`config.mk`:
```
export PLATFORM = sky130hd
export DESIGN_NAME = zscore_presence_debouncer
export DESIGN_NICKNAME = d
export VERILOG_FILES = /design/src/hdl/zpd_pkg.sv /design/src/hdl/zscore_presence_debouncer.sv /design/src/hdl/zpd_eval.sv
export SDC_FILE = /design/constraint.sdc
export NUM_CORES = 2
export LEC_CHECK = 0
export BUFFER_PORTS_ARGS = -buffer_cell sky130_fd_sc_hd__buf_2
export CAP_MARGIN = 0
export CORE_MARGIN = 2
export CORE_UTILIZATION = 35
export DETAILED_ROUTE_END_ITERATION = 12
export GPL_TIMING_DRIVEN = 0
export SYNTH_ARGS = -nofsm -noshare
export SYNTH_HDL_FRONTEND = slang
export SYNTH_SLANG_ARGS = --single-unit
```
`constraint.sdc`:
```
create_clock -name clk -period 12 [get_ports clk]
set_clock_uncertainty 0.2 [all_clocks]
set_input_delay 0 -clock clk [delete_from_list [all_inputs] [get_ports clk]]
set_output_delay 0 -clock clk [all_outputs]
set_load 0.02 [all_outputs]
```
`src/hdl/zpd_pkg.sv`:
```
// Shared types and constants for the z-score presence debouncer.
// No dependencies; imported by zpd_eval and zscore_presence_debouncer.
package zpd_pkg;

	localparam int unsigned ENERGY_W = 16;
	localparam int unsigned DIST_W   = 10;
	localparam int unsigned TIME_W   = 32;
	localparam int unsigned HOLD_W   = 24;
	localparam int unsigned MULT_W   = 14;
	localparam int unsigned CFG_IDX_W  = 3;
	localparam int unsigned CFG_DATA_W = 24;
	localparam int unsigned S_TDATA_W  = 64;
	localparam int unsigned M_TDATA_W  = 8;

	// lower edge of the accepted distance window
	localparam logic [DIST_W-1:0] NEAR_LIMIT_CM = 10'd0;

	// configuration register indexes
	localparam logic [CFG_IDX_W-1:0] REG_MEAN_LEVEL     = 3'd0;
	localparam logic [CFG_IDX_W-1:0] REG_SPREAD         = 3'd1;
	localparam logic [CFG_IDX_W-1:0] REG_ON_MULTIPLIER  = 3'd2;
	localparam logic [CFG_IDX_W-1:0] REG_OFF_MULTIPLIER = 3'd3;
	localparam logic [CFG_IDX_W-1:0] REG_ON_HOLD_MS     = 3'd4;
	localparam logic [CFG_IDX_W-1:0] REG_OFF_HOLD_MS    = 3'd5;
	localparam logic [CFG_IDX_W-1:0] REG_CLEAR_DELAY_MS = 3'd6;
	localparam logic [CFG_IDX_W-1:0] REG_FAR_LIMIT_CM   = 3'd7;

	// reset values of the configuration registers
	localparam logic [ENERGY_W-1:0]      RST_MEAN_LEVEL     = 16'd1715;
	localparam logic [ENERGY_W-1:0]      RST_SPREAD         = 16'd896;
	localparam logic signed [MULT_W-1:0] RST_ON_MULTIPLIER  = 14'sd2304;
	localparam logic signed [MULT_W-1:0] RST_OFF_MULTIPLIER = 14'sd1024;
	localparam logic [HOLD_W-1:0]        RST_ON_HOLD_MS     = 24'd3000;
	localparam logic [HOLD_W-1:0]        RST_OFF_HOLD_MS    = 24'd5000;
	localparam logic [HOLD_W-1:0]        RST_CLEAR_DELAY_MS = 24'd30000;
	localparam logic [DIST_W-1:0]        RST_FAR_LIMIT_CM   = 10'd600;

	// change event codes
	localparam logic [1:0] EVT_NONE   = 2'd0;
	localparam logic [1:0] EVT_ROSE   = 2'd1;
	localparam logic [1:0] EVT_FELL   = 2'd2;

	// threshold test results for one frame
	typedef struct packed {
		logic high;    // z >= k_on
		logic exceed;  // z >  k_on
		logic low;     // z <  k_off
	} zpd_cmp_t;

endpackage

```
`src/hdl/zscore_presence_debouncer.sv`:
```
// Top level of the z-score presence debouncer: stream ports, config registers,
// debounce state machine and result register. Depends on zpd_pkg and zpd_eval.
//
// Each radar frame beat on the slave side yields exactly one result beat on the
// master side. A frame is registered on entry, evaluated in one pass through two
// 14x17 multiply-compare paths and the state update, and lands in the result
// register; one frame is taken every cycle while
// m_tready stays high. While a finished result waits for m_tready, one more frame
// is taken into the input register and then s_tready drops until the result
// drains. Frames whose valid distance lies outside
// [NEAR_LIMIT_CM, far_limit_cm] leave the state alone and report frame_used = 0.
// Timestamps wrap at 32 bits. Configuration is written through cfg_* (always
// ready) and must only change while no frame is in flight.
module zscore_presence_debouncer import zpd_pkg::*; (
	input  logic                  clk,
	input  logic                  arst_n,
	// frames
	input  logic                  s_tvalid,
	output logic                  s_tready,
	input  logic [S_TDATA_W-1:0]  s_tdata,   // energy[15:0], distance_cm[25:16],
	                                         // now_ms[57:26], zero[63:58]
	input  logic                  s_tuser,   // distance_valid
	// results
	output logic                  m_tvalid,
	input  logic                  m_tready,
	output logic [M_TDATA_W-1:0]  m_tdata,   // present[0], phase[2:1],
	                                         // change_event[4:3], frame_used[5], zero[7:6]
	// configuration
	input  logic                  cfg_valid,
	output logic                  cfg_ready,
	input  logic [CFG_IDX_W-1:0]  cfg_index,
	input  logic [CFG_DATA_W-1:0] cfg_data
);

	typedef enum logic [1:0] {
		PH_IDLE    = 2'd0,
		PH_ON_DEB  = 2'd1,
		PH_PRESENT = 2'd2,
		PH_OFF_DEB = 2'd3
	} phase_t;

	// configuration registers
	logic [ENERGY_W-1:0]      mean_level_q;
	logic [ENERGY_W-1:0]      spread_q;
	logic signed [MULT_W-1:0] on_mult_q;
	logic signed [MULT_W-1:0] off_mult_q;
	logic [HOLD_W-1:0]        on_hold_q;
	logic [HOLD_W-1:0]        off_hold_q;
	logic [HOLD_W-1:0]        clear_delay_q;
	logic [DIST_W-1:0]        far_limit_q;

	// input stage
	logic                     vld_s1;
	logic [ENERGY_W-1:0]      energy_s1;
	logic [DIST_W-1:0]        dist_s1;
	logic                     dvalid_s1;
	logic [TIME_W-1:0]        now_s1;

	// debounce state
	phase_t                   phase_q;
	logic [TIME_W-1:0]        hold_start_q;
	logic [TIME_W-1:0]        last_strong_q;

	// result register
	logic                     out_vld_q;
	logic                     present_q;
	phase_t                   out_phase_q;
	logic [1:0]               event_q;
	logic                     used_q;

	logic                     adv;
	logic                     used;
	zpd_cmp_t                 cmp;
	phase_t                   phase_nxt;
	logic [TIME_W-1:0]        hold_start_nxt;
	logic [TIME_W-1:0]        last_strong_nxt;
	logic [1:0]               event_nxt;
	logic [TIME_W-1:0]        since_hold;
	logic [TIME_W-1:0]        since_strong;

	assign cfg_ready = 1'b1;

	always_ff @(posedge clk or negedge arst_n) begin
		if (!arst_n) begin
			mean_level_q  <= RST_MEAN_LEVEL;
			spread_q      <= RST_SPREAD;
			on_mult_q     <= RST_ON_MULTIPLIER;
			off_mult_q    <= RST_OFF_MULTIPLIER;
			on_hold_q     <= RST_ON_HOLD_MS;
			off_hold_q    <= RST_OFF_HOLD_MS;
			clear_delay_q <= RST_CLEAR_DELAY_MS;
			far_limit_q   <= RST_FAR_LIMIT_CM;
		end else if (cfg_valid && cfg_ready) begin
			unique case (cfg_index)
				REG_MEAN_LEVEL:     mean_level_q  <= cfg_data[ENERGY_W-1:0];
				REG_SPREAD:         spread_q      <= cfg_data[ENERGY_W-1:0];
				REG_ON_MULTIPLIER:  on_mult_q     <= $signed(cfg_data[MULT_W-1:0]);
				REG_OFF_MULTIPLIER: off_mult_q    <= $signed(cfg_data[MULT_W-1:0]);
				REG_ON_HOLD_MS:     on_hold_q     <= cfg_data[HOLD_W-1:0];
				REG_OFF_HOLD_MS:    off_hold_q    <= cfg_data[HOLD_W-1:0];
				REG_CLEAR_DELAY_MS: clear_delay_q <= cfg_data[HOLD_W-1:0];
				REG_FAR_LIMIT_CM:   far_limit_q   <= cfg_data[DIST_W-1:0];
				default: ;
			endcase
		end
	end

	// s1 moves into the result register whenever that register is free or drains
	assign adv      = vld_s1 && (!out_vld_q || m_tready);
	assign s_tready = !vld_s1 || adv;

	always_ff @(posedge clk or negedge arst_n) begin
		if (!arst_n) begin
			vld_s1 <= 1'b0;
		end else if (s_tready) begin
			vld_s1 <= s_tvalid;
		end
	end

	always_ff @(posedge clk) begin
		if (s_tvalid && s_tready) begin
			energy_s1 <= s_tdata[15:0];
			dist_s1   <= s_tdata[25:16];
			now_s1    <= s_tdata[57:26];
			dvalid_s1 <= s_tuser;
		end
	end

	zpd_eval u_eval (
		.energy         (energy_s1),
		.mean_level     (mean_level_q),
		.spread         (spread_q),
		.on_multiplier  (on_mult_q),
		.off_multiplier (off_mult_q),
		.cmp            (cmp)
	);

	assign used = !(dvalid_s1 && ((dist_s1 < NEAR_LIMIT_CM) || (dist_s1 > far_limit_q)));
	assign since_hold   = now_s1 - hold_start_q;
	assign since_strong = now_s1 - last_strong_q;

	always_comb begin
		phase_nxt       = phase_q;
		hold_start_nxt  = hold_start_q;
		last_strong_nxt = last_strong_q;
		event_nxt       = EVT_NONE;
		if (used) begin
			unique case (phase_q)
				PH_IDLE: begin
					if (cmp.high) begin
						hold_start_nxt = now_s1;
						phase_nxt      = PH_ON_DEB;
					end
				end
				PH_ON_DEB: begin
					if (!cmp.high) begin
						phase_nxt = PH_IDLE;
					end else if (since_hold >= {8'b0, on_hold_q}) begin
						phase_nxt       = PH_PRESENT;
						last_strong_nxt = now_s1;
						event_nxt       = EVT_ROSE;
					end
				end
				PH_PRESENT: begin
					// strong refresh counts before the clear-delay test
					if (cmp.exceed) begin
						last_strong_nxt = now_s1;
					end
					if (cmp.low && (cmp.exceed ? (clear_delay_q == '0)
						: (since_strong >= {8'b0, clear_delay_q}))) begin
						hold_start_nxt = now_s1;
						phase_nxt      = PH_OFF_DEB;
					end
				end
				PH_OFF_DEB: begin
					priority if (cmp.low) begin
						if (since_hold >= {8'b0, off_hold_q}) begin
							phase_nxt = PH_IDLE;
							event_nxt = EVT_FELL;
						end
					end else if (cmp.high) begin
						phase_nxt       = PH_PRESENT;
						last_strong_nxt = now_s1;
					end
				end
				default: ;
			endcase
		end
	end

	always_ff @(posedge clk or negedge arst_n) begin
		if (!arst_n) begin
			phase_q       <= PH_IDLE;
			hold_start_q  <= '0;
			last_strong_q <= '0;
			out_vld_q     <= 1'b0;
		end else begin
			if (adv) begin
				phase_q       <= phase_nxt;
				hold_start_q  <= hold_start_nxt;
				last_strong_q <= last_strong_nxt;
				out_vld_q     <= 1'b1;
			end else if (m_tready) begin
				out_vld_q     <= 1'b0;
			end
		end
	end

	always_ff @(posedge clk) begin
		if (adv) begin
			present_q   <= phase_nxt[1];
			out_phase_q <= phase_nxt;
			event_q     <= event_nxt;
			used_q      <= used;
		end
	end

	assign m_tvalid = out_vld_q;
	assign m_tdata  = {2'b00, used_q, event_q, out_phase_q, present_q};

	// a rise is only ever reported together with the present phase
	a_rose_present: assert property (@(posedge clk) disable iff (!arst_n)
		(out_vld_q && event_q == EVT_ROSE) |-> (out_phase_q == PH_PRESENT))
		else $error("rise event without present phase");

	a_fell_idle: assert property (@(posedge clk) disable iff (!arst_n)
		(out_vld_q && event_q == EVT_FELL) |-> (out_phase_q == PH_IDLE))
		else $error("fall event without idle phase");

	a_unused_quiet: assert property (@(posedge clk) disable iff (!arst_n)
		(out_vld_q && !used_q) |-> (event_q == EVT_NONE))
		else $error("event on a rejected frame");

	a_unused_holds: assert property (@(posedge clk) disable iff (!arst_n)
		(adv && !used) |=> (phase_q == $past(phase_q) && hold_start_q == $past(hold_start_q)))
		else $error("rejected frame changed the state");

endmodule

```
`src/hdl/zpd_eval.sv`:
```
// Threshold tests of one frame: z-score against on and off levels, no divide.
// Depends on zpd_pkg.
module zpd_eval import zpd_pkg::*; (
	input  logic [ENERGY_W-1:0]      energy,
	input  logic [ENERGY_W-1:0]      mean_level,
	input  logic [ENERGY_W-1:0]      spread,
	input  logic signed [MULT_W-1:0] on_multiplier,
	input  logic signed [MULT_W-1:0] off_multiplier,
	output zpd_cmp_t                 cmp
);

	localparam int unsigned PROD_W = MULT_W + ENERGY_W + 1;

	logic signed [ENERGY_W:0]     diff;
	logic signed [ENERGY_W+8:0]   num;
	logic signed [ENERGY_W:0]     spread_s;
	logic signed [PROD_W-1:0]     on_prod;
	logic signed [PROD_W-1:0]     off_prod;
	logic signed [PROD_W-1:0]     lhs;
	logic signed [PROD_W-1:0]     on_rhs;
	logic signed [PROD_W-1:0]     off_rhs;
	logic                         spread_zero;

	assign diff     = $signed({1'b0, energy}) - $signed({1'b0, mean_level});
	assign num      = {diff, 8'b0};
	assign spread_s = $signed({1'b0, spread});
	assign on_prod  = PROD_W'(on_multiplier) * PROD_W'(spread_s);
	assign off_prod = PROD_W'(off_multiplier) * PROD_W'(spread_s);

	// zero spread: z is taken as 0, so compare 0 against k directly
	assign spread_zero = (spread == '0);
	assign lhs     = spread_zero ? '0 : PROD_W'(num);
	assign on_rhs  = spread_zero ? PROD_W'(on_multiplier) : on_prod;
	assign off_rhs = spread_zero ? PROD_W'(off_multiplier) : off_prod;

	assign cmp.high   = (lhs >= on_rhs);
	assign cmp.exceed = (lhs > on_rhs);
	assign cmp.low    = (lhs < off_rhs);

endmodule
```
# Word level (Yosys, flattened, before mapping)
# Cells that the tools add are included.
[classes]
add_sub_neg = 3
mul = 2
div_mod_pow = 0
magnitude_cmp = 8
eq_ne = 17
shifts = 0
mux = 28
n_bitwise = 1
reduce_logical = 27
[ops]
columns = ["op", "count"]
rows = [
  ["two-way mux 32 bit", 6],
  ["greater-or-equal comparator 32 x 24 -> 1 bit", 3],
  ["case mux 32 bit (3 select lines)", 1],
  ["two-way mux 31 bit", 3],
  ["case mux 32 bit (2 select lines)", 1],
  ["subtractor 32 bit", 2],
  ["multiplier 14 x 17 -> 31 bit", 2],
  ["greater-or-equal comparator 31 bit", 1],
  ["greater-than comparator 31 bit", 1],
  ["less-than comparator 31 bit", 1],
  ["zero test 24 bit", 1],
  ["two-way mux 2 bit", 10],
  ["subtractor 16 x 16 -> 17 bit", 1],
  ["zero test 16 bit", 1],
  ["AND reduction 2 bit", 8],
  ["inequality test 2 bit, second input constant", 7],
  ["equality test 3 bit, second input constant", 4],
  ["greater-than comparator 10 bit", 1],
  ["less-than comparator 10 x 1 -> 1 bit, second input constant", 1],
  ["case mux 2 bit (4 select lines)", 1],
  ["AND reduction 8 bit", 1],
  ["equality test 3 x 2 -> 1 bit, second input constant", 2],
  ["two-way mux 1 bit", 5],
  ["AND reduction 5 bit", 1],
  ["other kinds (12)", 21],
]
[totals]
ff_bits = 275
latchBits = 0
ramBits = 0
rom_bits = 0
inputBits = 97
output_inout_bits = 11
word_cells = 107
n_memories = 0

# Depth between registers and ports, before layout
[depth]
word_depth = 8
depth_mapped = 39
mapped_depth_nobuf = 37

# Hierarchy
# A second synthesis with hierarchy kept.
[unflattened]
hier_cells = 3690
area_unflattened_um2 = 34663.2
[modules_own_cells]
columns = ["mod", "instances", "cells_per_inst", "area_each_um2", "seq_area_each_um2"]
rows = [
  ["zpd_eval", 1, 2227, 18350.1, 0.0],
  ["zscore_presence_debouncer", 1, 1463, 16313.1, 7221.9],
]

# Least setup slack after synthesis
# No wires, ideal clock.
[synth_timing]
kind = "flip-flop to flip-flop"
startpoint = "register spread_q[7]"
endpoint = "register hold_start_q[10]"
setup_ps = 125
arrival_ps = 8807
required_time_ps = 11675
setup_slack_ps = 2869
path_stages_with_launch = 37
n_path_buf = 3
period_less_slack_ps = 9131
cell_sequence = "dfstp_2 > clkbuf_1 > clkbuf_1 > nand2_1 > fa_1 > fa_1 > fa_1 > inv_1 > fa_1 > fa_1 > inv_1 > fa_1 > inv_1 > ha_1 > a21o_1 > a21o_1 > a221oi_1 > o211ai_1 > a41oi_1 > o21bai_1 > a31o_2 > a21oi_1 > xnor2_1 > a21oi_1 > ha_1 > a21oi_1 > o22ai_1 > o21a_1 > o21ai_0 > nor4bb_1 > o22a_1 > o31ai_1 > a211o_1 > a21oi_1 > o221a_2 > buf_2 > mux2_2"
[synth_via]
elab_chain_len = 7
elab_cells_between_ends = 14
classes_between = "mul (2); order compare (3); eq/ne (2); mux (4); reduce/logical (3)"
[synth_rtl]
columns = ["element", "line_no", "rtl"]
rows = [
  ["from (decl)", "zscore_presence_debouncer.sv:44", "logic [ENERGY_W-1:0] spread_q;"],
  ["from (signal assigned)", "zscore_presence_debouncer.sv:96", "REG_SPREAD: spread_q <= cfg_data[ENERGY_W-1:0];"],
  ["multiplier 14 x 17 -> 31 bit / zero test 16 bit (equally long branches)", "zpd_eval.sv:27, zpd_eval.sv:31", ""],
  ["two-way mux 31 bit (on tied branches)", "zpd_eval.sv:33, zpd_eval.sv:32", ""],
  ["greater-than comparator 31 bit", "zpd_eval.sv:37", "assign cmp.exceed = (lhs > on_rhs);"],
  ["two-way mux 1 bit", "zscore_presence_debouncer.sv:169", "if (cmp.low && (cmp.exceed ? (clear_delay_q == '0)"],
  ["logical AND 1 bit", "zscore_presence_debouncer.sv:169", ""],
  ["inequality test 2 bit (no line)", "-", ""],
  ["AND reduction 5 bit (no line) (*)", "-", ""],
  ["to (signal assigned)", "zscore_presence_debouncer.sv:200", "hold_start_q <= hold_start_nxt;"],
  ["to (decl)", "zscore_presence_debouncer.sv:61", "logic [TIME_W-1:0] hold_start_q;"],
]
# Every way passes the cells marked *; elsewhere a longest branch is shown, timed or not.
# A chain may end at the register's enable or synchronous reset.

# Final worst setup path
[layout_timing]
startpoint = "register spread_q[9]"
endpoint = "register hold_start_q[24]"
# The elaborated chain is that of the path after synthesis.

==> results_dict.tcl <==
set metrics [dict create \
    synth_edf_count 64 \
    crit_top_cell "fa_1" \
    yosysSeqAreaShare_pct 21.6 \
    num_rows 113 \
    violations "max-capacitance violations, max-slew violations" \
    grtUsageMet2_pct 34.0 \
    postRouteAntennaNets 0 \
    synth_area_leaders "fa_1 20%, ha_1 16%, dfrtp_1 13%" \
    yosys-top-cells-count "579 x inv_1, 430 x ha_1, 335 x fa_1" \
    status "complete, but fails checks" \
    ff2ff_path_depth 35 \
    viasPerCell 5.09 \
    use_met3_pct 3.00 \
    cts_buffer_depth 3 \
    ios 108 \
    grt-busiest-layer "met2" \
    final_util_pct 40.2 \
    final_nets 4679 \
    final.fill_count 9300 \
    cts_setup_buffers 0 \
    grt_pass1_vias 27135 \
    crit_type "register to register" \
    drv_cap 1 \
    avgSynthCellArea_um2 9.46 \
    ys_seq_elements 274 \
    port_buffers 94 \
    multiInputGateArea_um2 23500 \
    worst_pin_slew_ns 1.54 \
    grt_antenna_before_repair 2 \
    grt_pass1_wl_um 154000 \
    min_path_type "primary input to register" \
    cp.arrival_ns 11.83 \
    yosysTopAreaCell "fa_1" \
    max_clock_freq_ghz 0.0867 \
    hpwl_um 76700 \
    use_met1_pct 26.7 \
    syn2layout_area_growth_pct 14.2 \
    wl_um 97200 \
    critical_path.max_fanout 10 \
    synth.most_common_cell "inv_1" \
    clock-root-buffer "clkbuf_16" \
    track_usage_pct 20.1 \
    holdPathStages 4 \
    slowest_delay_ns 0.57 \
    place_congestion 0.928 \
    die_y_um 313 \
    required_ns 12.30 \
    slowest_stage "fa_1" \
    fin_crit_sh_pct 96.1 \
    clkLatencyLatePin_ns 0.62 \
    yosys_warnings 0 \
    grt_max_degree 116 \
    whs_ns 0.0568 \
    drcViolationCount 0 \
    first_iter_violations 1510 \
    crit_path_start_kind "register" \
    yosysTopAreaCellShare_pct 20.1 \
    start_util_pct 35.2 \
    design.core.area_um2 94900 \
    synthArstFlopShare_pct 76.6 \
    hold_viol_final 0 \
    overflow 0 \
    numCtsBuffers 30 \
    syn-cell-area_um2 33400 \
    clk_pin_slew_ns 0.07 \
    ys.flop_type "dfrtp_1" \
    seq_area_um2 7220 \
    slew_headroom_pct -4.04 \
    end_kind "register" \
    fin_crit_ns 11.53 \
    dp_slack_ns -0.173 \
    cts_tree "done" \
    layout-drive-gt1-share_pct 10.3 \
    synth.distinct_cells 81 \
    drtPass1Iterations 5 \
    drv_slew 2 \
    wl_per_cell_um 19.0 \
    cts_num_sinks 274 \
    setup_violations 0 \
    htreeDepth 1 \
    synth_cells 3534 \
    num_vias 26004 \
    dieArea_um2 98000 \
    die_w_um 313 \
    fin_ws_ns 0.467 \
]
-- worst paths after layout --
check / slack, ns / end / start
setup / recovery: 0.47 / hold_start_q[24]$_DFFE_PN0P_ / spread_q[9]$_DFFE_PN1P_
hold / removal: 0.06 / on_hold_q[19]$_DFFE_PN0P_ / cfg_data[19]
setup reg to reg: 0.47 / hold_start_q[24]$_DFFE_PN0P_ / spread_q[9]$_DFFE_PN1P_
hold reg to reg: 0.28 / m_tvalid$_DFFE_PN0P_ / vld_s1$_DFFE_PN0N_
max in group asynchronous: 10.54 / far_limit_q[7]$_DFFE_PN0P_ / arst_n
min in group asynchronous: 0.41 / clear_delay_q[13]$_DFFE_PN1P_ / arst_n
-- cells by family (layout without fill, tap and decap cells) --
| logic type | after synthesis | in the layout | share of synthesized area [%] |
|---|---|---|---|
| compound gates | 546 | 546 | 10.5 |
| xor+xnor | 106 | 106 | 2.78 |
| fa+ha+maj | 765 | 765 | 36.1 |
| buf+inv | 728 | 1034 | 8.33 |
| flops | 274 | 274 | 21.6 |
| mux | 177 | 177 | 6.27 |
| other cells | 2 | 4 | 0.0225 |
| simple gates | 936 | 936 | 14.4 |
-- layout make-up --
| type | instances | area share [%] |
|---|---|---|
| Clock inverter | 21 | 0.580 |
| Buffer | 145 | 1.58 |
| Antenna cell | 1 | 0.00656 |
| Inverter | 579 | 5.69 |
| Sequential cell | 274 | 18.9 |
| Tap cell | 1265 | 4.15 |
| Multi-Input combinational cell | 2533 | 61.5 |
| Timing Repair Buffer | 254 | 5.53 |
| Clock buffer | 35 | 2.07 |
-- worst max-delay path, delay by kind of cell (launching register included) --
kind,cells,cell delay [ns]
adders and majority gates,8,3.84
DFF,1,0.54
buffers and inverters,7,1.58
xor gates and xnor gates,1,0.16
AOI/OAI and AO/OA,7,2.02
and+or+nand+nor,10,2.62
muxes,2,0.42
-- layout by cell type, fill, tap and decap left out, types with 14 or more instances in the layout --
cell           instances
dfrtp_1              174
nand3_1               34
dfstp_2               36
a21oi_1              174
clkbuf_1             127
mux2_4                30
mux2_2               140
a21o_1                62
nor2_1               121
ha_1                 430
and2_1               243
nand4_1               36
clkbuf_16             30
nor4_1                17
a31oi_1               17
o21ai_0              124
dlygate4sd3_1        157
inv_1                579
nand2b_1              46
xnor2_1               67
edfxtp_1              64
buf_2                100
o211ai_1              14
o21a_1                20
nand2_1              304
a211oi_1              18
nor3_1                35
xor2_1                39
nor2b_1               33
fa_1                 335
-- registers in the layout (all words and copies together), names as in the netlist, 14 cells and up --
register       flops
energy_s1         16
on_mult_q         14
hold_start_q      32
clear_delay_q     24
off_hold_q        24
last_strong_q     32
off_mult_q        14
now_s1            32
mean_level_q      16
spread_q          16
on_hold_q         24
-- stage by stage --
stage / instances / cell area, um^2 / TNS, ns
final: 5107 / 38200 / 0
after global routing: 5106 / 38200 / -0.0611
after CTS: 5110 / 38200 / 0
after detailed placement: 4896 / 35500 / -4.55
after global placement: 4894 / 35500 / -4.97
after floorplan: 3535 / 33400 / 0
-- routing by layer --
layer / part of all wire (%) / vias to the layer above
met1: 45 / 12918
met2: 46 / 697
met3: 5.8 / 148
met5: 0.013 / -
met4: 3.2 / 2
li1: - / 12239
-- timing repair --
action	in CTS	in global routing
gates resized for setup	1	12
endpoints found under the setup margin	30	63
hold buffers	158	0
pin swaps	0	0
endpoints found under the hold margin	451	0
Power is left out: the tool's default activity adds up to more than one toggle a clock period on the data nets, which glitch-free logic cannot reach.
